**src/design/assert_macros.svh**
```systemverilog
// Assertion helpers shared by the RTL files.
// Both macros sample on the rising edge of clk and are disabled while arst_n is low.
`ifndef ASSERT_MACROS_SVH
`define ASSERT_MACROS_SVH

// General property check.
`define TDPT_ASSERT(label, prop, msg) \
	label: assert property (@(posedge clk) disable iff (!arst_n) (prop)) else $error(msg);

// Same-cycle implication check.
`define TDPT_ASSERT_IMPL(label, ante, cons, msg) \
	`TDPT_ASSERT(label, (ante) |-> (cons), msg)

`endif

```
**src/design/tdpt_pkg.sv**
```systemverilog
`timescale 1ns / 1ps

package tdpt_pkg;

	// Default width of the value under test.
	localparam int NUMBER_WIDTH_DEF = 16;

	// Status that the divider reports to the sequencer.
	typedef struct packed {
		logic busy;
		logic done;
	} div_status_t;

endpackage

```
**src/design/trial_division_prime_test_top.sv**
```systemverilog
`timescale 1ns / 1ps
// Trial-division prime test.
// Input beats arrive on s_tvalid/s_tready/s_tdata; the number sits in the low
// NUMBER_WIDTH bits of s_tdata and higher bits are ignored. Each input beat
// yields exactly one output beat on m_tvalid/m_tready/m_tdata, whose bit 0 is
// the prime flag.
// Values below two, two itself and even values finish without division: the
// sequencer goes from idle to the finish state, which loads the output
// register that drives m_tvalid once it is free. An odd value tries odd
// divisors 3, 5, 7, ... while the divisor's square does not exceed the value.
// Each divisor takes a compare in the check state and then a run of the
// shared restoring divider.
// The block handles one beat at a time: s_tready is high only while the
// sequencer is idle. The result sits in an output register, so the next beat
// may be accepted while a result waits; a further result then waits in the
// sequencer until the receiver takes the earlier one with m_tready.
// Reset (arst_n low, asynchronous) drops m_tvalid and returns to idle; no
// state is kept between items.
module trial_division_prime_test_top #(
	parameter int NUMBER_WIDTH = tdpt_pkg::NUMBER_WIDTH_DEF
) (
	input  logic                                 clk,
	input  logic                                 arst_n,
	input  logic                                 s_tvalid,
	output logic                                 s_tready,
	// Fields from bit 0: number[NUMBER_WIDTH-1:0], zero fill.
	input  logic [((NUMBER_WIDTH + 7) / 8) * 8-1:0] s_tdata,
	output logic                                 m_tvalid,
	input  logic                                 m_tready,
	// Fields from bit 0: prime_flag, zero fill.
	output logic [7:0]                           m_tdata
);
	import tdpt_pkg::*;

	localparam int W    = NUMBER_WIDTH;
	localparam int SQ_W = W + 2;

	// Sequencer states.
	localparam logic [1:0] ST_IDLE   = 2'd0;
	localparam logic [1:0] ST_CHECK  = 2'd1;
	localparam logic [1:0] ST_DIV    = 2'd2;
	localparam logic [1:0] ST_FINISH = 2'd3;

	logic [1:0]      state_q;
	logic [W-1:0]    v_q;
	logic [W-1:0]    d_q;
	logic [SQ_W-1:0] sq_q;
	logic            res_q;
	logic            out_valid_q;
	logic            out_flag_q;
	logic [W-1:0]    v_in;
	logic            div_start;
	div_status_t     div_status;
	logic [W-1:0]    div_rem;

	assign v_in      = s_tdata[W-1:0];
	assign s_tready  = (state_q == ST_IDLE);
	assign div_start = (state_q == ST_CHECK) && (sq_q <= {2'b00, v_q});

	tdpt_divider #(
		.NUMBER_WIDTH(NUMBER_WIDTH)
	) u_div (
		.clk      (clk),
		.arst_n   (arst_n),
		.start    (div_start),
		.dividend (v_q),
		.divisor  (d_q),
		.status   (div_status),
		.remainder(div_rem)
	);

	// Sequencer over the candidate divisors.
	always_ff @(posedge clk or negedge arst_n) begin
		if (!arst_n) begin
			state_q <= ST_IDLE;
		end else begin
			unique case (state_q)
				ST_IDLE: begin
					if (s_tvalid) begin
						if (v_in[0] && (v_in > W'(2))) begin
							state_q <= ST_CHECK;
						end else begin
							state_q <= ST_FINISH;
						end
					end
				end
				ST_CHECK: begin
					state_q <= div_start ? ST_DIV : ST_FINISH;
				end
				ST_DIV: begin
					if (div_status.done) begin
						state_q <= (div_rem == '0) ? ST_FINISH : ST_CHECK;
					end
				end
				ST_FINISH: begin
					if (!out_valid_q || m_tready) begin
						state_q <= ST_IDLE;
					end
				end
				default: begin
					state_q <= ST_IDLE;
				end
			endcase
		end
	end

	// Working registers: value, divisor, its square and the verdict.
	always_ff @(posedge clk) begin
		unique case (state_q)
			ST_IDLE: begin
				v_q   <= v_in;
				d_q   <= W'(3);
				sq_q  <= SQ_W'(9);
				res_q <= (v_in == W'(2));
			end
			ST_CHECK: begin
				if (!div_start) begin
					res_q <= 1'b1;
				end
			end
			ST_DIV: begin
				if (div_status.done) begin
					res_q <= 1'b0;
					d_q   <= d_q + W'(2);
					sq_q  <= sq_q + {d_q, 2'b00} + SQ_W'(4);
				end
			end
			default: begin
			end
		endcase
	end

	// Output register.
	always_ff @(posedge clk or negedge arst_n) begin
		if (!arst_n) begin
			out_valid_q <= 1'b0;
			out_flag_q  <= 1'b0;
		end else begin
			if (state_q == ST_FINISH && (!out_valid_q || m_tready)) begin
				out_valid_q <= 1'b1;
				out_flag_q  <= res_q;
			end else if (m_tready) begin
				out_valid_q <= 1'b0;
			end
		end
	end

	assign m_tvalid = out_valid_q;
	assign m_tdata  = {7'b0000000, out_flag_q};

	// Checks on the sequencer and the shared divider.
	`include "assert_macros.svh"

	`TDPT_ASSERT_IMPL(a_start_idle, div_start, !div_status.busy, "divider started while busy")
	`TDPT_ASSERT_IMPL(a_done_in_div, div_status.done, state_q == ST_DIV, "stray divider done")
	`TDPT_ASSERT_IMPL(a_square_track, state_q == ST_CHECK,
		d_q[0] && (sq_q == SQ_W'({2'b00, d_q} * {2'b00, d_q})), "divisor square out of step")

endmodule

```
**src/design/tdpt_divider.sv**
```systemverilog
`timescale 1ns / 1ps

// Restoring divider that produces the remainder, one quotient bit per cycle.
module tdpt_divider #(
	parameter int NUMBER_WIDTH = tdpt_pkg::NUMBER_WIDTH_DEF
) (
	input  logic                    clk,
	input  logic                    arst_n,
	input  logic                    start,
	input  logic [NUMBER_WIDTH-1:0] dividend,
	input  logic [NUMBER_WIDTH-1:0] divisor,
	output tdpt_pkg::div_status_t   status,
	output logic [NUMBER_WIDTH-1:0] remainder
);
	import tdpt_pkg::*;

	localparam int W  = NUMBER_WIDTH;
	localparam int CW = $clog2(W);

	logic [W-1:0]  rem_q;
	logic [W-1:0]  dvd_q;
	logic [W-1:0]  dvs_q;
	logic [CW-1:0] cnt_q;
	logic          busy_q;
	logic          done_q;
	logic [W:0]    trial;
	logic [W:0]    diff;
	logic          fits;

	// One shift-and-subtract step.
	always_comb begin
		trial = {rem_q, dvd_q[W-1]};
		diff  = trial - {1'b0, dvs_q};
		fits  = (trial >= {1'b0, dvs_q});
	end

	// Control: busy runs for W steps, done pulses after the last one.
	always_ff @(posedge clk or negedge arst_n) begin
		if (!arst_n) begin
			busy_q <= 1'b0;
			done_q <= 1'b0;
			cnt_q  <= '0;
		end else begin
			done_q <= 1'b0;
			if (start) begin
				busy_q <= 1'b1;
				cnt_q  <= '0;
			end else if (busy_q) begin
				cnt_q <= cnt_q + 1'b1;
				if (cnt_q == CW'(W - 1)) begin
					busy_q <= 1'b0;
					done_q <= 1'b1;
				end
			end
		end
	end

	// Datapath registers.
	always_ff @(posedge clk) begin
		if (start) begin
			rem_q <= '0;
			dvd_q <= dividend;
			dvs_q <= divisor;
		end else if (busy_q) begin
			rem_q <= fits ? diff[W-1:0] : trial[W-1:0];
			dvd_q <= {dvd_q[W-2:0], 1'b0};
		end
	end

	assign status.busy = busy_q;
	assign status.done = done_q;
	assign remainder   = rem_q;

endmodule
```
**config.mk**
```make
export PLATFORM = sky130hd
export DESIGN_NAME = trial_division_prime_test_top
export DESIGN_NICKNAME = d
export VERILOG_FILES = /design/src/design/tdpt_pkg.sv /design/src/design/trial_division_prime_test_top.sv /design/src/design/tdpt_divider.sv
export VERILOG_INCLUDE_DIRS = /design/src /design/src/design
export SDC_FILE = /design/constraint.sdc
export NUM_CORES = 1
export LEC_CHECK = 0
export BUFFER_PORTS_ARGS = -buffer_cell sky130_fd_sc_hd__buf_4
export CAP_MARGIN = 40
export CORE_ASPECT_RATIO = 1.2
export CORE_MARGIN = 2
export CORE_UTILIZATION = 62
export DETAILED_ROUTE_END_ITERATION = 8
export PLACE_DENSITY = 0.79
export REMOVE_ABC_BUFFERS = 1
export SLEW_MARGIN = 20
export SYNTH_ARGS = -nofsm -noshare
export SYNTH_HDL_FRONTEND = slang
export SYNTH_SLANG_ARGS = --single-unit
```
**constraint.sdc**
```tcl
create_clock -name clk -period 3.6 [get_ports clk]
set_input_delay 0.18 -clock clk [delete_from_list [all_inputs] [get_ports clk]]
set_output_delay 0.18 -clock clk [all_outputs]
set_load 0.01 [all_outputs]
```
Word level (Yosys, flattened, before mapping)
Index checks and enable logic that the tools add are counted.
Storage, ports and cells
  bits of input ports: 20
  logic and storage cells: 71
  bits in registers: 109
  output and inout bits: 10
Cells by class
  reductions and logical operators: 14
  eq/ne operators: 9
  multiplexer cells: 27
  magnitude comparators: 3
  $add $sub $neg: 5
Operators with widths (count)
  16-bit 2-to-1 mux: 4
  18-bit case mux with 2 select lines: 1
  16-bit case mux with 2 select lines: 1
  18-bit adder: 1
  18-bit by 3-bit adder with 18-bit output (second input constant): 1
  18-bit by 16-bit <= comparator with 1-bit output: 1
  18-bit 2-to-1 mux: 1
  17-bit by 16-bit >= comparator with 1-bit output: 1
  16-bit by 2-bit adder with 16-bit output (second input constant): 1
  16-bit by 2-bit == test with 1-bit output (second input constant): 1
  16-bit by 2-bit greater-than comparator with 1-bit output (second input constant): 1
  16-bit logical NOT: 1
  16-bit subtractor: 1
  1-bit 2-to-1 mux: 11
  2-bit 2-to-1 mux: 5
  4-bit 2-to-1 mux: 2
  2-bit case mux with 4 select lines: 1
  2-bit inequality test (second input constant): 3
  3-bit AND reduction: 2
  2-bit nonzero test: 3
  4-bit by 1-bit adder with 4-bit output (second input constant): 1
  2-bit == test (second input constant): 2
  4-bit == test (second input constant): 1
  1-bit logical AND: 3
  other kinds (8): 8

Logic depth before layout (Yosys ltp)
  depth in word-level cells: 5
  mapped depth: 12
  gate-level depth less buffers: 10

Cells and area by module
A second synthesis with hierarchy kept.
Unflattened totals
  cell total of the unflattened synthesis: 637
  area, all modules: 6640.1 um^2
By module, submodules not included
  trial_division_prime_test_top: seq. area each 1511.4 um^2, times used 1, area an instance 3465.8 um^2, cells each 324
  tdpt_divider: seq. area each 1431.4 um^2, times used 1, area an instance 3174.3 um^2, cells each 313

Least setup slack after synthesis
OpenSTA, ideal clock, no wires.
  path type: flip-flop to flip-flop
  start point: reg d_q[1]
  end point: reg sq_q[15] (data pin)
  path buffers: 0
  setup time: 255 ps
  data required time: 3345 ps
  slack: 965 ps
  arrival: 2380 ps
  clock period less this slack: 2635 ps
  stages on the path, launching flop included: 11
  path through: edfxtp_1 > ha_1 > inv_1 > fa_1 > nor2b_1 > o21ai_0 > a21boi_0 > o2111ai_1 > a31oi_1 > xor2_1 > and2_1
Between the ends
  word-level cells in the longest chain between the ends: 4
RTL lines
  from (decl): RTL line trial_division_prime_test_top.sv:46  | logic [W-1:0] d_q;
  from (signal assigned): RTL line trial_division_prime_test_top.sv:124  | d_q <= d_q + W'(2);
  18-bit adder: RTL line trial_division_prime_test_top.sv:125  | sq_q <= sq_q + {d_q, 2'b00} + SQ_W'(4);
  18-bit by 3-bit adder with 18-bit output: RTL line trial_division_prime_test_top.sv:125
  18-bit 2-to-1 mux: RTL line trial_division_prime_test_top.sv:122  | if (div_status.done) begin
  18-bit case mux with 2 select lines: RTL line trial_division_prime_test_top.sv:109  | unique case (state_q)
  to (signal assigned): RTL line trial_division_prime_test_top.sv:125
  to (decl): RTL line trial_division_prime_test_top.sv:47  | logic [SQ_W-1:0] sq_q;
No other way between the ends. The select of a mux whose other input is x is not followed.
A chain may end at the register's enable or synchronous reset.

Final worst setup path
Ends and elaborated chain as after synthesis.

==> impl_results.md <==
* Sequential area share after synthesis at 0.451
* Number of global-route vias before repair at about 4600
* Status: finished, final reports clean
* Setup crit end kind: flip-flop
* Cells after Synth at around 600
* Design Power at roughly 0.0070 W
* Pwr Density at about 1000 nW/um2
* Fin cells at 749
* Initial antenna violation count at 0
* Clock Skews at between 0.007 and 0.008 ns
* Largest net degree at the start of global routing at 36
* P_leak at 2.89 nW
* Via density at between 6 and 7
* CTS buffer count at 9
* Setup-failing EPs final at 0
* Routability cong. at approximately 0.86
* Synth area leader: edfxtp_1
* Clk_lat worst skew at between 0.3 and 0.4 ns
* Fmax at between 0.3 and 0.4 GHz
* Area contributors post-synth: edfxtp_1 (36%), ha_1 (12%), dfxtp_1 (5.0%)
* Antenna diode count at 0
* Detailed Route Iter0 Violations at roughly 240
* Std-Cell Rows at 40
* Asr flop ratio synth at 0.0962
* Warnings from Yosys at 0
* CTS tree: built
* Dpl cells at 732
* Detailed-route via count at 4505
* Root Buffer Master: clkbuf_16
* Max-Cap Viols at 0
* Cts hold-fix bufs at 1
* RSZ-0062 raised after global routing: no
* # Post-CTS Setup Buffers at 0
* Top fanout value on the critical path at 5
* Post-synthesis cell type count at 65
* Area delta synth->final at 8.23%
* CTS Buffer Depth at 2
* Share of cells above drive strength 1 at 0.122
* Number of detailed-route iterations in the first pass at 4
* Worst Setup Path Type: reg -> reg
* Final Hold Fails at 0
* Final Critical Period at between 3 and 4 ns
* Fill count at about 740
* Remaining antenna violation count at 0
* First-pass GRT wire length at roughly 22 mm
* Mapped cell area at around 6500 um2
* Syn Area/Cell at roughly 11 um2
* Main flop type after synthesis: edfxtp_1
* Grt total ovfl at 0
* CP startpoint kind: flip-flop
* Hold Path Class: in -> reg
* Nets at around 700
* Die Span X at ~97 um
* Post-CTS sizing at 0
* Post-synth EDFFs at ~80
* Worst Max-Slew Pin Slew at approximately 0.79 ns
* Slew headroom at 0.477
* Post-DP HPWL at about 9.6 mm
* Core area at between 10000 and 15000 um2
* Die Height at 116 um
* Clk sinks at roughly 100
* PortBufs at 22
* Setup TNS at 0 ns
* Area of the die at approximately 11000 um2
* # IOs at 30
* Worst Path Required at between 3 and 4 ns
* Initial Util at 0.642
* Top-area cell type share of the netlist area at 0.363
* CTS H-tree lvls at 3
* Final WL at 13.0 mm
* Worst vdd ir at about 660 uV
* Wire per inst at roughly 17 um
* Drt drc at 0
* Final Max Slew Viols at 0
* Clock-pin slew on the worst setup and hold paths at 0.08 ns
* Tcrit/Tclk final at 0.839
* GRT Util Overall at 0.248
* Arr. time, crit path at 3.13 ns
* Count of state elements after synthesis at roughly 100
==> cell usage after synthesis (2+ instances only) <==
cell type / number
nor3_1: 6
o211ai_1: 6
dfrtp_1: 10
o2111ai_1: 2
o21ai_0: 19
nor3b_1: 3
nand4_1: 9
dfxtp_1: 16
and3_1: 7
nor2b_1: 10
a21o_1: 7
buf_2: 5
clkbuf_1: 13
nor4b_1: 2
ha_1: 62
a211oi_1: 14
inv_2: 2
inv_1: 46
buf_4: 8
nor4_1: 9
a31oi_1: 3
mux2_2: 17
nand4b_1: 2
nor2_1: 37
a21oi_1: 28
or3_1: 9
and2_1: 17
nand3_1: 18
fa_1: 2
o21ai_1: 2
o31ai_1: 7
o21a_1: 8
a21boi_0: 8
a21oi_2: 2
o21bai_1: 2
xnor2_1: 20
xor2_1: 12
a211oi_2: 2
nand2b_1: 5
nand2_1: 29
edfxtp_1: 78
mux2i_1: 14
==> registers in the layout (all words and copies together), names as in the netlist <==
register         flops
u_div.dvd_q         16
u_div.remainder     16
v_q                 16
d_q                 15
sq_q                15
u_div.dvs_q         15
u_div.cnt_q          4
state_q              2
m_tvalid             1
out_flag_q           1
res_q                1
u_div.busy_q         1
u_div.done_q         1
==> cell families after synthesis <==
group	Yosys count	synth area share
adder cells (fa/ha/maj)	64	0.126
XOR/XNOR	32	0.0434
buffers and inverters	77	0.0540
AND/OR/NAND/NOR	169	0.139
flip-flops	104	0.451
AO/OA/AOI/OAI	123	0.135
other	1	0.000581
multiplexers	31	0.0513
==> metal layers <==
layer | share of wire | global-route usage | vias to the layer above
li1 | - | - | 2222
met1 | 0.43 | 0.291 | 2175
met2 | 0.52 | 0.456 | 81
met3 | 0.023 | 0.0253 | 27
met4 | 0.031 | 0.125 | 0
met5 | 0 | 0 | -
==> placed cells by master (no fill, tap or decap), drive strengths merged, types with 17 or more instances in the layout <==
cell type	netlist	final
ha	62	62
xnor2	20	20
edfxtp	78	78
o21ai	22	22
buf	16	28
a21oi	30	30
nand2	29	29
nor2	37	37
mux2	17	17
nand3	18	18
and2	17	17
inv	48	51
==> layout make-up <==
class / instances / area [um2] / area share
sequential: 104 / 2910 / 0.417
clock buffer: 9 / 225 / 0.0322
inverter: 48 / 180 / 0.0258
timing repair buffer: 29 / 220 / 0.0315
tap: 126 / 158 / 0.0225
multi-input combinational: 426 / 3230 / 0.462
clock inverter: 7 / 65.1 / 0.00931
==> critical path, cell delays in order, from the launching register on <==
cell and delay, ns:
edfxtp_1 0.47, ha_1 0.36, inv_1 0.07, fa_1 0.43
nor2b_1 0.16, o21ai_0 0.12, a21boi_0 0.46, o2111ai_1 0.25
a31oi_1 0.22, xor2_1 0.08, and2_1 0.16
==> final timing paths <==
check | start | slack (ns) | end | cells after the start
worst max-delay path | d_q[1]$_SDFFCE_PN1P_ | 0.58 | sq_q[15]$_SDFFCE_PN0P_ | 10
worst min register to register | res_q$_DFFE_PP_ | 0.51 | out_flag_q$_DFFE_PN0P_ | 1
worst min-delay path | s_tdata[6] | 0.009 | v_q[6]$_DFFE_PP_ | 1
max in group asynchronous | arst_n | 3.28 | u_div.done_q$_DFF_PN0_ | 2
min in group asynchronous | arst_n | 0.19 | m_tvalid$_DFFE_PN0P_ | 2
worst max register to register | d_q[1]$_SDFFCE_PN1P_ | 0.58 | sq_q[15]$_SDFFCE_PN0P_ | 10
==> power breakdown <==
part / switching [W] / internal, W
combinational: 0.00206 / 0.00162
clock: 0.000471 / 0.000484
sequential: 0.000411 / 0.00196
total: 0.00294 / 0.00406
==> through the flow <==
step           setup slack, ns  cell area, um2  hold WS (ns)  utilization
6_report                 0.578            6990       0.00936        0.695
2_1_floorplan            0.354            6310        -0.116            -
4_1_cts                  0.625            6990       0.00266        0.695
3_3_place_gp             0.768            6690        0.0114        0.665
5_1_grt                  0.324            6990       0.00515        0.695
3_5_place_dp             0.671            6690        0.0143        0.665
Note: power is estimated with default switching activity, not from simulation.
